`src/rtl/dpt_pkg.sv`:
```
// Shared types and constants for the debounced pulse tachometer.
package dpt_pkg;

  localparam int TIME_W     = 32;
  localparam int COUNT_W    = 8;
  localparam int LOCK_W     = 20;
  localparam int SCALE_W    = 30;
  localparam int DIVIDEND_W = COUNT_W + SCALE_W;
  localparam int DIV_CNT_W  = $clog2(DIVIDEND_W);
  localparam int DATA_W     = 32;
  localparam int ADDR_W     = 3;

  localparam logic [SCALE_W-1:0] SCALE         = SCALE_W'(960000000);
  localparam logic [TIME_W-1:0]  SAT           = '1;
  localparam logic [LOCK_W-1:0]  LOCKOUT_RESET = LOCK_W'(12000);
  localparam logic [COUNT_W-1:0] PULSES_RESET  = COUNT_W'(15);

  localparam logic [1:0] OP_EDGE  = 2'd0;
  localparam logic [1:0] OP_START = 2'd1;
  localparam logic [1:0] OP_STOP  = 2'd2;

  // word address, paddr[2]
  localparam logic REG_LOCKOUT = 1'b0;
  localparam logic REG_PULSES  = 1'b1;

  typedef struct packed {
    logic [1:0]        opcode;
    logic [TIME_W-1:0] timestamp_us;
  } item_t;

  typedef struct packed {
    logic [TIME_W-1:0] rpm_x16;
    logic [TIME_W-1:0] elapsed_us;
  } result_t;

  typedef struct packed {
    logic                  start;
    logic [DIVIDEND_W-1:0] dividend;
    logic [TIME_W-1:0]     divisor;
  } div_req_t;

  typedef struct packed {
    logic                  done;
    logic [DIVIDEND_W-1:0] quotient;
  } div_rsp_t;

endpackage

```
`src/rtl/dpt_div.sv`:
```
// Radix-2 restoring divider, one quotient bit per cycle.
module dpt_div (
  input  logic              clk,
  input  logic              rst,
  input  dpt_pkg::div_req_t req,
  output dpt_pkg::div_rsp_t rsp
);

  logic                           busy;
  logic                           done;
  logic [dpt_pkg::DIV_CNT_W-1:0]  cnt;
  logic [dpt_pkg::TIME_W-1:0]     rem;
  logic [dpt_pkg::TIME_W-1:0]     divisor;
  logic [dpt_pkg::DIVIDEND_W-1:0] quo;
  logic [dpt_pkg::TIME_W:0]       shifted;
  logic [dpt_pkg::TIME_W:0]       diff;
  logic                           ge;

  assign shifted = {rem, quo[dpt_pkg::DIVIDEND_W-1]};
  assign ge      = shifted >= {1'b0, divisor};
  assign diff    = shifted - {1'b0, divisor};

  always_ff @(posedge clk) begin
    if (rst) begin
      busy <= 1'b0;
      done <= 1'b0;
      cnt  <= '0;
    end else begin
      done <= 1'b0;
      if (req.start) begin
        busy <= 1'b1;
        cnt  <= dpt_pkg::DIV_CNT_W'(dpt_pkg::DIVIDEND_W - 1);
      end else if (busy) begin
        cnt <= cnt - 1'b1;
        if (cnt == '0) begin
          busy <= 1'b0;
          done <= 1'b1;
        end
      end
    end
  end

  always_ff @(posedge clk) begin
    if (req.start) begin
      rem     <= '0;
      quo     <= req.dividend;
      divisor <= req.divisor;
    end else if (busy) begin
      rem <= ge ? diff[dpt_pkg::TIME_W-1:0] : shifted[dpt_pkg::TIME_W-1:0];
      quo <= {quo[dpt_pkg::DIVIDEND_W-2:0], ge};
    end
  end

  assign rsp.done     = done;
  assign rsp.quotient = quo;

endmodule

```
`src/rtl/debounced_pulse_tachometer.sv`:
```
// Top level: register port, event sequencer and shared divider.
// Start, stop, unused codes, edges while stopped: taken in S_IDLE, handled in S_EVAL, back to S_IDLE.
// Edge handled while running, no result: S_EVAL, then S_CHECK, then back to S_IDLE.
// Completing edge: S_EVAL, S_CHECK, S_MUL, S_DIV (skipped at zero elapsed time), then S_HOLD until
//   the result is loaded; the next transfer can come in the cycle after the result is loaded.
// Synchronous active-high reset: registers to defaults, measurement stopped.
module debounced_pulse_tachometer (
  input  logic                        clk,
  input  logic                        rst,
  input  logic                        psel,
  input  logic                        penable,
  input  logic                        pwrite,
  input  logic [dpt_pkg::ADDR_W-1:0]  paddr,
  input  logic [dpt_pkg::DATA_W-1:0]  pwdata,
  output logic [dpt_pkg::DATA_W-1:0]  prdata,
  output logic                        pready,
  input  logic                        item_valid,
  output logic                        item_ready,
  input  dpt_pkg::item_t              item,
  output logic                        result_valid,
  input  logic                        result_ready,
  output dpt_pkg::result_t            result
);

  typedef enum logic [5:0] {
    S_IDLE  = 6'b000001,
    S_EVAL  = 6'b000010,
    S_CHECK = 6'b000100,
    S_MUL   = 6'b001000,
    S_DIV   = 6'b010000,
    S_HOLD  = 6'b100000
  } state_t;

  state_t                        state;
  logic [dpt_pkg::LOCK_W-1:0]    lockout_us;
  logic [dpt_pkg::COUNT_W-1:0]   pulses_per_measure;
  logic                          is_running;
  logic                          fresh_run;
  logic [dpt_pkg::TIME_W-1:0]    reference_time;
  logic [dpt_pkg::TIME_W-1:0]    last_accepted_time;
  logic [dpt_pkg::COUNT_W-1:0]   edge_count;
  dpt_pkg::item_t                cur;
  logic [dpt_pkg::TIME_W-1:0]    elapsed;
  logic [dpt_pkg::TIME_W-1:0]    rpm;
  logic [dpt_pkg::TIME_W-1:0]    last_eff;
  logic [dpt_pkg::TIME_W-1:0]    gap;
  logic                          cfg_wr;
  logic                          load_result;
  dpt_pkg::div_req_t             div_req;
  dpt_pkg::div_rsp_t             div_rsp;

  assign pready     = 1'b1;
  assign cfg_wr     = psel && penable && pwrite;
  assign item_ready = (state == S_IDLE);

  always_ff @(posedge clk) begin
    if (rst) begin
      lockout_us         <= dpt_pkg::LOCKOUT_RESET;
      pulses_per_measure <= dpt_pkg::PULSES_RESET;
    end else if (cfg_wr) begin
      unique case (paddr[2])
        dpt_pkg::REG_LOCKOUT: lockout_us         <= pwdata[dpt_pkg::LOCK_W-1:0];
        dpt_pkg::REG_PULSES:  pulses_per_measure <= pwdata[dpt_pkg::COUNT_W-1:0];
        default: ;
      endcase
    end
  end

  always_comb begin
    unique case (paddr[2])
      dpt_pkg::REG_LOCKOUT: prdata = dpt_pkg::DATA_W'(lockout_us);
      dpt_pkg::REG_PULSES:  prdata = dpt_pkg::DATA_W'(pulses_per_measure);
      default:              prdata = '0;
    endcase
  end

  assign last_eff = fresh_run ? cur.timestamp_us : last_accepted_time;
  assign gap      = cur.timestamp_us - last_eff;

  assign div_req.start    = (state == S_MUL) && (elapsed != '0);
  assign div_req.dividend = dpt_pkg::DIVIDEND_W'(edge_count) *
                            dpt_pkg::DIVIDEND_W'(dpt_pkg::SCALE);
  assign div_req.divisor  = elapsed;

  dpt_div u_div (
    .clk (clk),
    .rst (rst),
    .req (div_req),
    .rsp (div_rsp)
  );

  assign load_result = (state == S_HOLD) && (!result_valid || result_ready);

  always_ff @(posedge clk) begin
    if (rst) begin
      state              <= S_IDLE;
      is_running         <= 1'b0;
      fresh_run          <= 1'b0;
      reference_time     <= '0;
      last_accepted_time <= '0;
      edge_count         <= '0;
    end else begin
      unique case (state)
        S_IDLE: begin
          if (item_valid) state <= S_EVAL;
        end
        S_EVAL: begin
          state <= S_IDLE;
          case (cur.opcode)
            dpt_pkg::OP_START: begin
              is_running <= 1'b1;
              fresh_run  <= 1'b1;
            end
            dpt_pkg::OP_STOP: is_running <= 1'b0;
            dpt_pkg::OP_EDGE: begin
              if (is_running) begin
                state <= S_CHECK;
                if (fresh_run) begin
                  reference_time <= cur.timestamp_us;
                  fresh_run      <= 1'b0;
                end
                if (gap > dpt_pkg::TIME_W'(lockout_us)) begin
                  edge_count         <= edge_count + 1'b1;
                  last_accepted_time <= cur.timestamp_us;
                end else begin
                  last_accepted_time <= last_eff;
                end
              end
            end
            default: ;
          endcase
        end
        S_CHECK: begin
          if (edge_count >= pulses_per_measure) begin
            is_running     <= 1'b0;
            reference_time <= last_accepted_time;
            state          <= S_MUL;
          end else begin
            state <= S_IDLE;
          end
        end
        S_MUL: begin
          edge_count <= '0;
          state      <= (elapsed == '0) ? S_HOLD : S_DIV;
        end
        S_DIV: begin
          if (div_rsp.done) state <= S_HOLD;
        end
        S_HOLD: begin
          if (load_result) state <= S_IDLE;
        end
        default: state <= S_IDLE;
      endcase
    end
  end

  always_ff @(posedge clk) begin
    if (state == S_IDLE && item_valid) cur <= item;
    if (state == S_CHECK) elapsed <= last_accepted_time - reference_time;
    if (state == S_MUL) rpm <= dpt_pkg::SAT;
    if (state == S_DIV && div_rsp.done) begin
      rpm <= (div_rsp.quotient[dpt_pkg::DIVIDEND_W-1:dpt_pkg::TIME_W] != '0) ?
             dpt_pkg::SAT : div_rsp.quotient[dpt_pkg::TIME_W-1:0];
    end
    if (load_result) begin
      result.rpm_x16    <= rpm;
      result.elapsed_us <= elapsed;
    end
  end

  always_ff @(posedge clk) begin
    if (rst) begin
      result_valid <= 1'b0;
    end else if (load_result) begin
      result_valid <= 1'b1;
    end else if (result_ready) begin
      result_valid <= 1'b0;
    end
  end

endmodule

```
`config.mk`:
```
export PLATFORM = sky130hd
export DESIGN_NAME = debounced_pulse_tachometer
export DESIGN_NICKNAME = d
export VERILOG_FILES = /design/src/rtl/dpt_pkg.sv /design/src/rtl/dpt_div.sv /design/src/rtl/debounced_pulse_tachometer.sv
export SDC_FILE = /design/constraint.sdc
export NUM_CORES = 1
export LEC_CHECK = 0
export BUFFER_PORTS_ARGS = -buffer_cell sky130_fd_sc_hd__buf_2
export CORE_ASPECT_RATIO = 0.5
export CORE_MARGIN = 4
export CORE_UTILIZATION = 53
export CTS_BUF_LIST = sky130_fd_sc_hd__clkbuf_4
export CTS_CLUSTER_SIZE = 28
export DETAILED_ROUTE_END_ITERATION = 16
export GPL_TIMING_DRIVEN = 0
export PLACE_DENSITY = 0.79
export SETUP_SLACK_MARGIN = 0.02
export SYNTH_ARGS = -nofsm -noshare
export SYNTH_HDL_FRONTEND = slang
export SYNTH_SLANG_ARGS = --single-unit
```
`constraint.sdc`:
```
create_clock -name clk -period 5.8 [get_ports clk]
set_clock_uncertainty 0.1 [all_clocks]
set_input_delay 0.58 -clock clk [delete_from_list [all_inputs] [get_ports clk]]
set_output_delay 0.58 -clock clk [all_outputs]
set_load 0.01 [all_outputs]
```
## Yosys cells after proc, flatten, opt, wreduce, memory -nomap -nowiden

Index checks and enable logic that the tools add are counted.
Widths: inputs -> output; s select.

- Register bits: 381
- Word-level logic and storage cells: 120
- Output and inout bits: 99
- Input bits: 76

- Muxes and demuxes: 39
- Reduce and logical (&&, ||, !) cells: 29
- Bitwise logic cells: 2
- Multipliers: 1
- Eq/ne operators: 18
- $add $sub $neg: 5
- Magnitude comparators: 3

Operators by type and width:

| operator | count |
|---|---|
| $mux 32 | 10 |
| $pmux 32 s2 | 2 |
| $sub 32x32->32 | 3 |
| $mux 38 | 2 |
| $mux 6 | 6 |
| $pmux 6 s6 | 1 |
| $ge 33x32->1 | 1 |
| $gt 32x20->1 | 1 |
| $logic_not 32->1 | 1 |
| $reduce_bool 32->1 | 1 |
| $mul 8x18->26 const B | 1 |
| $mux 8 | 3 |
| $ne 2x2->1 const B | 8 |
| $pmux 8 s2 | 1 |
| $reduce_and 3->1 | 4 |
| $reduce_bool 2->1 | 6 |
| $add 8x1->8 const B | 1 |
| $ge 8x8->1 | 1 |
| $mux 1 | 8 |
| $eq 6x1->1 const B | 1 |
| $eq 6x2->1 const B | 1 |
| $eq 6x3->1 const B | 1 |
| $eq 6x4->1 const B | 1 |
| $eq 6x5->1 const B | 1 |
| other kinds (21) | 31 |

## Longest topological paths before layout

Gate-level depths: netlist of the first run.

- Depth in word-level cells: 7
- Mapped depth: 27
- Mapped depth without buffers: 24

## Modules after synthesis

A second synthesis of the first run with hierarchy kept.

- Cells, all modules: 2,226
- Area, all modules: 22,454.0 sq um

Modules (own cells, without submodules):

| module | cells an instance | area an instance (sq um) | seq. area each (sq um) | instances |
|---|---|---|---|---|
| debounced_pulse_tachometer | 1,624 | 16,325.7 | 7,046.8 | 1 |
| dpt_div | 602 | 6,128.4 | 2,902.8 | 1 |

## Worst setup path after synthesis of the first run

Ideal clock, no wire load.

- Kind: flip-flop to flip-flop
- From: reg fresh_run
- To: reg last_accepted_time[11] (netlist name)
- Required time: 5.572 ns
- Slack: 0.066 ns
- Setup time: 0.128 ns
- Path buffers: 3
- Clock period less this slack: 5.734 ns
- Stages on the path, launching flop included: 23
- Arrival time: 5.506 ns
- Cell sequence: dfxtp_1 -> buf_6 -> clkbuf_1 -> mux2i_1 -> ha_1 -> nand2b_1 -> a21oi_2 -> o41a_1 -> o21ba_4 -> a21boi_0 -> xnor2_1 -> ha_1 -> nand4_1 -> or3_1 -> o31ai_1 -> a21oi_1 -> nor4_4 -> o2111ai_1 -> or4_4 -> o41ai_4 -> buf_6 -> mux2i_1 -> nor2_1

- Cells in the longest elaborated chain, start to end: 4

RTL lines:

| element | line | text |
|---|---|---|
| start: declaration | debounced_pulse_tachometer.sv:38 | `logic fresh_run;` |
| start signal: assignment | debounced_pulse_tachometer.sv:98 | `fresh_run <= 1'b0;` |
| start signal: assignment | debounced_pulse_tachometer.sv:112 | `fresh_run <= 1'b1;` |
| start signal: assignment | debounced_pulse_tachometer.sv:120 | `fresh_run <= 1'b0;` |
| $mux 32 (*) | debounced_pulse_tachometer.sv:77 | `assign last_eff = fresh_run ? cur.timestamp_us : last_accepted_time;` |
| $sub 32x32->32 | debounced_pulse_tachometer.sv:78 | `assign gap = cur.timestamp_us - last_eff;` |
| $gt 32x20->1 | debounced_pulse_tachometer.sv:122 | `if (gap > dpt_pkg::TIME_W'(lockout_us)) begin` |
| $mux 32 (*) | debounced_pulse_tachometer.sv:122 |  |
| end signal: assignment | debounced_pulse_tachometer.sv:124 | `last_accepted_time <= cur.timestamp_us;` |
| end signal: assignment | debounced_pulse_tachometer.sv:126 | `last_accepted_time <= last_eff;` |
| end: declaration | debounced_pulse_tachometer.sv:40 | `logic [dpt_pkg::TIME_W-1:0] last_accepted_time;` |

Every way passes the cells marked *; elsewhere a longest branch is shown, timed or not.
A chain may end at the register's enable or synchronous reset.

## Worst setup path in the final report of the first run

- From: reg fresh_run
- To: reg last_accepted_time[3] (netlist name)

Same word-level chain as after synthesis.

==> flow_metrics.py, run 1 <==
metrics = {
    "sta": {
        "postLayoutSetupSlackWorst_ps": 115.6,
        "finalHoldWorstSlack_ps": 82.84,
        "final-max-slew-violation-count": 0,
        "setup_viol": 0,
        "fin_crit_sh": 0.9801,
        "post_layout_min_period_ps": 5684,
        "rsz0062_at_grt": "true",
        "worst_slew_margin_rel": 0.2040,
        "timing_hold_violations_final": 0,
        "worst_pin_slew_ps": 1193,
        "fmax_ghz": 0.1759,
        "setup-tns-final_ps": 0,
    },
    "critical_path": {
        "worstRegToRegCells": 23,
        "critical_path_required_ps": 6370,
        "crit_arrival_ps": 6260,
        "cp_slowest_cell": "or4_4",
        "end_kind": "flop",
        "cp_top_family": "simple AND/OR/NAND/NOR gates",
        "worst-path-max-fanout": 10,
        "critical_path_class": "reg2reg",
        "critical_path_max_stage_delay_ps": 480,
        "bufs_and_invs_on_worst_path": 4,
        "cp_num_cells": 23,
        "critical_path.cell_chain": "buf_8 -> buf_8 -> mux2i_1 -> ha_1 -> a21oi_2 -> o21ai_1 -> or3_1 -> o21ba_4 -> a21boi_2 -> xnor2_1 -> ha_1 -> nand4_1 -> or3_4 -> o31ai_4 -> a21oi_4 -> nor4_4 -> o2111ai_1 -> or4_4 -> o41ai_4 -> buf_6 -> clkbuf_16 -> mux2i_1 -> nor2_1",
        "worstSetupStartpointType": "flop",
    },
    "grt": {
        "grt_util_all_layers": 0.2328,
        "grt_first_pass_wirelength_mm": 85.15,
        "antenna_found_initial": 1,
        "via_count_of_the_first_global_routing_pass": 16990,
        "grt_start_max_net_pins": 42,
        "grt.overflow.total": 0,
    },
    "synthesis": {
        "ys_ff_latch": 381,
        "synthDominantCellAreaShare": 0.3008,
        "synthesis.instances": 2206,
        "number_of_warnings_printed_during_yosys_synthesis": 0,
        "netlist_top_cells_area": "edfxtp_1 30%, dfxtp_1 15%, ha_1 11%, nor2_1 4.1%, mux2i_1 4.0%",
        "synth-edff-count": 220,
        "synth.avg_cell_area_um2": 9.956,
        "synth-async-reset-ratio": 0,
        "mappedNetlistArea_um2": 21960,
        "ys.flop_type": "edfxtp_1",
        "synthDominantAreaCellType": "edfxtp_1",
        "yosysSeqAreaShare": 0.4476,
        "synth.lib_cells_used.distinct": 88,
    },
    "clock_tree": {
        "number_of_sinks_driven_by_the_clock_tree": 381,
        "cts-htree-levels": 3,
        "cts-buffers-inserted": 87,
        "clk_latency_ps": 790,
        "cts.root.buffer_cell": "clkbuf_4",
        "max-clock-path-buffers": 3,
        "tritoncts_clock_tree": "done",
        "clkSlewWorstSetupHoldPaths_ps": 70,
    },
    "final_layout": {
        "final-seq-area_um2": 9833,
        "fillerInstances": 3277,
        "final_net_count": 2815,
        "layout.cells.most_common": "nor2_1",
        "share_of_layout_cells_above_drive_strength_1": 0.1470,
        "mostFrequentLayoutCells": "237 x nor2_1, 220 x edfxtp_1, 188 x ha_1, 177 x inv_1, 160 x dfxtp_1",
        "multiInputGateArea_um2": 11180,
        "area_growth_syn_to_layout_pct": 15.75,
    },
    "placement": {
        "post-dp-hpwl_mm": 39.13,
        "dp_worst_setup_slack_ps": -1100,
        "place.gp.congestion": 0.9018,
        "portBuffers": 146,
    },
    "hold_path": {
        "hp-class": "in2reg",
        "hold_depth": 5,
    },
    "detailed_routing": {
        "remaining_number_of_nets_flagged_by_the_antenna_check_after_routing": 0,
        "number_of_detailed_route_iterations_in_the_first_pass": 5,
        "first_iter_violations": 1251,
        "route.vias.total": 17400,
        "route.detailed.wl_per_inst_um": 17.03,
        "drt_wl_total_mm": 53.33,
        "vias_per_instance": 5.555,
        "drt_drc_violations_left": 0,
    },
    "floorplan": {
        "die_w_um": 295.9,
        "core_um2": 40660,
        "die_h_um": 151.9,
        "placementRows": 52,
        "initial_util": 0.5401,
        "top_level_ports": 175,
        "die_area_um2": 44960,
    },
    "power_and_ir_drop": {
        "power.density_cell_area_nw_per_um2": 238.4,
        "max-vdd-ir-drop_mv": 0.1113,
        "cellLeakagePower_nw": 10.88,
        "power.total_mw": 6.060,
    },
    "run": {
        "max_cap_viols": 0,
    },
    "status": {
        "run_status": "finished, final reports clean",
    },
}
==> cell families (layout without fill, tap and decap cells) <==
group,after synthesis,in the layout,synth area share
other,2,14,0.0003419
xor gates and xnor gates,100,100,0.04022
AOI/OAI and AO/OA,478,478,0.1394
DFF,381,381,0.4476
muxes,92,92,0.04216
and+or+nand+nor,671,671,0.1473
buffers and inverters,265,639,0.04991
adders and majority gates,217,217,0.1332
==> worst paths after layout <==
check,to,start,slack [ps]
setup / recovery,last_accepted_time[3],fresh_run,120
hold / removal,pulses_per_measure[7],paddr[2],80
setup reg to reg,last_accepted_time[3],fresh_run,120
hold reg to reg,result[42],rpm[10],310
==> where the power goes <==
| group | switching (mW) | internal (mW) | total (mW) | leakage, nW |
|---|---|---|---|---|
| sequential | 0.0690 | 2.91 | 2.98 | 3.35 |
| combinational | 0.522 | 0.403 | 0.925 | 6.87 |
| clock | 1.10 | 1.05 | 2.16 | 0.664 |
| total | 1.70 | 4.36 | 6.06 | 10.9 |
==> metrics by stage <==
stage	std cells	utilization	area, um2
after floorplan	2217	-	22000
after global placement	2903	0.5757	23410
after detailed placement	2904	0.5764	23440
after CTS	3121	0.6201	25210
after global routing	3132	0.6252	25420
final	3132	0.6252	25420
==> tightest hold or removal path: cells and delay by family <==
family,cells,cell delay [ps]
AND/OR/NAND/NOR,2,110
buffers and inverters,2,190
AO/OA/AOI/OAI,1,50
==> cells in the mapped netlist (14+ instances only) <==
cell type	count
a21o_1	60
a21oi_1	159
and3_1	16
clkbuf_1	59
dfxtp_1	161
edfxtp_1	220
fa_1	28
ha_1	189
inv_1	178
mux2i_1	88
nand2_1	141
nand2b_1	55
nand3_1	46
nor2_1	238
nor3_1	34
nor4_1	50
o211ai_1	18
o21a_1	20
o21ai_0	103
or3_1	14
xnor2_1	57
xor2_1	42
==> area by class of cell <==
class	instances	area share
multi-input combinational	1571	0.4399
sequential	381	0.3868
timing repair buffer	216	0.05685
clock buffer	133	0.03928
tap	540	0.02658
inverter	179	0.02643
buffer	86	0.01934
clock inverter	25	0.004725
antenna	1	0.00009843
==> per-layer routing <==
layer	global-route usage	share of wire	vias up
met1	0.3035	0.44	8171
li1	-	-	8550
met3	0.05018	0.070	112
met5	0	0	-
met4	0.07995	0.027	0
met2	0.3860	0.47	566
==> flip-flops by register name, summed over array words and instances, names as in the netlist, 6 cells and up <==
signal,count
u_div.rem,32
u_div.cnt,6
pulses_per_measure,8
u_div.quo,38
rpm,32
elapsed,32
result,64
lockout_us,20
u_div.divisor,32
reference_time,32
state,6
cur,34
last_accepted_time,32
edge_count,8
==> repair_timing <==
item | in CTS | in global routing
hold endpoints to repair | 63 | 0
hold buffers | 55 | 0
gates resized for setup | 18 | 23
pin swaps | 3 | 11
gates cloned | 0 | 2
setup endpoints to repair | 40 | 40
buffers inserted | 4 | 8
(Power assumes the default switching activity.)
==> run 2, diff against run 1 <==
CORE_UTILIZATION = 35   (was 53)
PLACE_DENSITY = 0.57   (was 0.79)
SYNTH_HIERARCHICAL = 1   (was not set)
==> run 2 against run 1 <==
  * Non-clock buffer count rose by 11
  * Critical path depth rose by 1
  * Via count fell by 0.69%
  * Critical endpoint is now last_accepted_time[29]
  * Fmax rose by 3.1%
  * Highest routed layer is now met5
  * Design area rose by 3.8%
  * Sequential power rose by 2%
  * Utilization fell by 21 points
  * Sequential cell count did not move
==> flow_metrics.py, run 2 <==
metrics = {
    "status": {
        "run_status": "finished, final reports clean",
    },
    "final_layout": {
        "layout.cells.most_common": "edfxtp_1",
        "area_growth_syn_to_layout_pct": 17.57,
        "layout_top_registers": "result x64, u_div/quo x38, cur x34",
        "final_net_count": 2854,
        "final-seq-area_um2": 9962,
        "share_of_layout_cells_above_drive_strength_1": 0.1668,
        "max_flop_register": "result",
        "layout.cell_area.non_filler_um2": 26400,
        "multiInputGateArea_um2": 11570,
        "mostFrequentLayoutCells": "232 x edfxtp_1, 200 x nand2_1, 187 x ha_1, 180 x nor2_1, 173 x inv_1",
        "fillerInstances": 6213,
        "number_of_flip_flops_in_the_largest_register": 64,
    },
    "grt": {
        "grt.met3_usage": 0.02979,
        "grt_util_all_layers": 0.1649,
        "grt_first_pass_wirelength_mm": 91.20,
        "via_count_of_the_first_global_routing_pass": 16870,
        "grt_util_met2": 0.2681,
        "grt.overflow.total": 0,
        "antenna_found_initial": 2,
        "grt-busiest-layer": "met2",
        "grt_start_max_net_pins": 39,
        "grt_use_met1": 0.2251,
    },
    "critical_path": {
        "internal_reg_to_reg_setup_slack_ps": 280,
        "end_kind": "flop",
        "crit_arrival_ps": 6110,
        "worstSetupStartpointType": "flop",
        "critical_path_required_ps": 6390,
        "critical_path_class": "reg2reg",
        "worst-path-max-fanout": 10,
    },
    "synthesis": {
        "synthesis.instances": 2226,
        "ys.flop_type": "edfxtp_1",
        "synthDominantCellAreaShare": 0.3103,
        "mappedNetlistArea_um2": 22450,
        "ys_ff_latch": 381,
        "synth.avg_cell_area_um2": 10.09,
        "synthDominantAreaCellType": "edfxtp_1",
        "yosysSeqAreaShare": 0.4431,
        "netlist_top_cells_area": "edfxtp_1 31%, dfxtp_1 13%, ha_1 11%, nand2_1 3.4%, a21oi_1 3.3%",
        "synth.lib_cells_used.distinct": 83,
        "synthMostInstantiatedCell": "edfxtp_1",
        "synth.cells.most_frequent": "232 x edfxtp_1, 201 x nand2_1, 189 x ha_1",
        "synth-async-reset-ratio": 0,
        "number_of_warnings_printed_during_yosys_synthesis": 6,
        "synth-edff-count": 232,
    },
    "placement": {
        "place.gp.congestion": 0.9086,
        "portBuffers": 147,
        "post-dp-hpwl_mm": 43.16,
        "placed_cell_area_um2": 24450,
    },
    "sta": {
        "fmax_ghz": 0.1813,
        "finalHoldWorstSlack_ps": 111.0,
        "worst_pin_slew_ps": 1023,
        "setup_viol": 0,
        "fin_crit_sh": 0.9510,
        "timing_hold_violations_final": 0,
        "post_layout_min_period_ps": 5516,
        "worst_slew_margin_rel": 0.3118,
        "final-max-slew-violation-count": 0,
    },
    "detailed_routing": {
        "vias_per_instance": 4.971,
        "remaining_number_of_nets_flagged_by_the_antenna_check_after_routing": 0,
        "drt_wl_total_mm": 57.44,
        "route.detailed.wl_per_inst_um": 16.53,
        "number_of_detailed_route_iterations_in_the_first_pass": 5,
        "route.vias.total": 17280,
        "first_iter_violations": 972,
        "drt_drc_violations_left": 0,
    },
    "power_and_ir_drop": {
        "p_switching_mw": 1.911,
        "power.density_cell_area_nw_per_um2": 244.3,
        "comb_power_share": 0.178,
        "internal_pwr_total_mw": 4.538,
        "seqPwrFrac": 0.473,
        "cellLeakagePower_nw": 10.92,
        "power.clock.fraction": 0.348,
        "max-vdd-ir-drop_mv": 0.1102,
        "switching_share": 0.2964,
    },
    "clock_tree": {
        "cts.root.buffer_cell": "clkbuf_4",
        "number_of_sinks_driven_by_the_clock_tree": 381,
        "cts-htree-levels": 3,
        "max-clock-path-buffers": 3,
        "clkSlewWorstSetupHoldPaths_ps": 70,
        "tritoncts_clock_tree": "done",
        "clk_latency_ps": 830,
        "cts-buffers-inserted": 94,
    },
    "floorplan": {
        "die_w_um": 366.2,
        "die_area_um2": 68520,
        "core_um2": 63270,
        "die_h_um": 187.1,
        "top_level_ports": 175,
        "initial_util": 0.3549,
        "placementRows": 65,
    },
    "run": {
        "max_cap_viols": 0,
    },
    "hold_path": {
        "hp-class": "in2reg",
    },
}
-- run 2: worst paths after layout --
check	from	to	depth (start not counted)
setup reg to reg	fresh_run	last_accepted_time[29]	24
setup / recovery	fresh_run	last_accepted_time[29]	24
hold reg to reg	rpm[4]	result[36]	0
hold / removal	item_valid	state[0]	3
-- run 2: worst max-delay path: stages, from the launching register on --
cell       delay (ps)
dfxtp_4           410
clkbuf_16         190
nand2_1            50
o21ai_1            80
ha_2              190
inv_1              50
fa_2              370
a211oi_2          270
o211ai_1          170
nand4_1           180
a21oi_2           100
a21oi_2           170
o21ai_0           130
xor2_1            180
ha_1              320
nand4_1           130
or4_4             520
o21ai_4           210
o211ai_1          120
or4_4             570
nor4_4            300
buf_4             190
nor2_4             70
buf_12            190
mux2i_2           150
-- run 2: cells by family (layout without fill, tap and decap cells) --
| kind of cell | after synthesis | in the layout | share of synthesized area |
|---|---|---|---|
| buffers and inverters | 272 | 661 | 0.05009 |
| flip-flops | 381 | 381 | 0.4431 |
| AO/OA/AOI/OAI | 477 | 477 | 0.1424 |
| other | 2 | 26 | 0.0003345 |
| adder cells (fa/ha/maj) | 217 | 217 | 0.1303 |
| XOR/XNOR | 97 | 97 | 0.03784 |
| AND/OR/NAND/NOR | 668 | 668 | 0.1436 |
| multiplexers | 112 | 112 | 0.05238 |
-- run 2: through the flow --
stage	setup TNS (ps)	worst slack [ps]	total power [mW]	utilization	std cells
detailed placement	-49110	-1467	4.201	0.3864	3238
floorplan	0	380.5	3.885	-	2249
global route	-19.31	-10.87	6.843	0.4172	3476
CTS	0	23.67	6.530	0.4154	3471
finish	0	284.1	6.449	0.4172	3476
global placement	-65720	-1353	4.177	0.3844	3233
-- run 2: cell type report --
type                            instances  share of cell area
Timing Repair Buffer                  217             0.05536
Clock buffer                          138             0.03924
Clock inverter                         35            0.005782
Antenna cell                            1          0.00009479
Sequential cell                       381              0.3774
Buffer                                 96             0.01943
Multi-Input combinational cell       1596              0.4382
Tap cell                              837             0.03967
Inverter                              175             0.02488
-- run 2: routing by layer --
metal | vias up | routed length (um)
met4 | 2 | 1403
met2 | 374 | 25870
met5 | - | 13
met1 | 8106 | 27480
met3 | 111 | 2682
li1 | 8686 | -
-- run 2: power groups by stage --
stage	Clock (mW)	Combinational, mW	Sequential, mW
after floorplan	0	0.809	3.08
after global placement	0	1.06	3.12
after detailed placement	0	1.09	3.11
after CTS	2.35	1.13	3.05
after global routing	2.49	1.29	3.06
final	2.25	1.15	3.05
-- run 2: repair_timing --
action	4_1_cts	5_1_grt
setup endpoints to repair	41	44
hold endpoints to repair	63	0
resized for setup	16	25
pin swaps	3	9
hold buffers	55	0
setup buffers	6	4
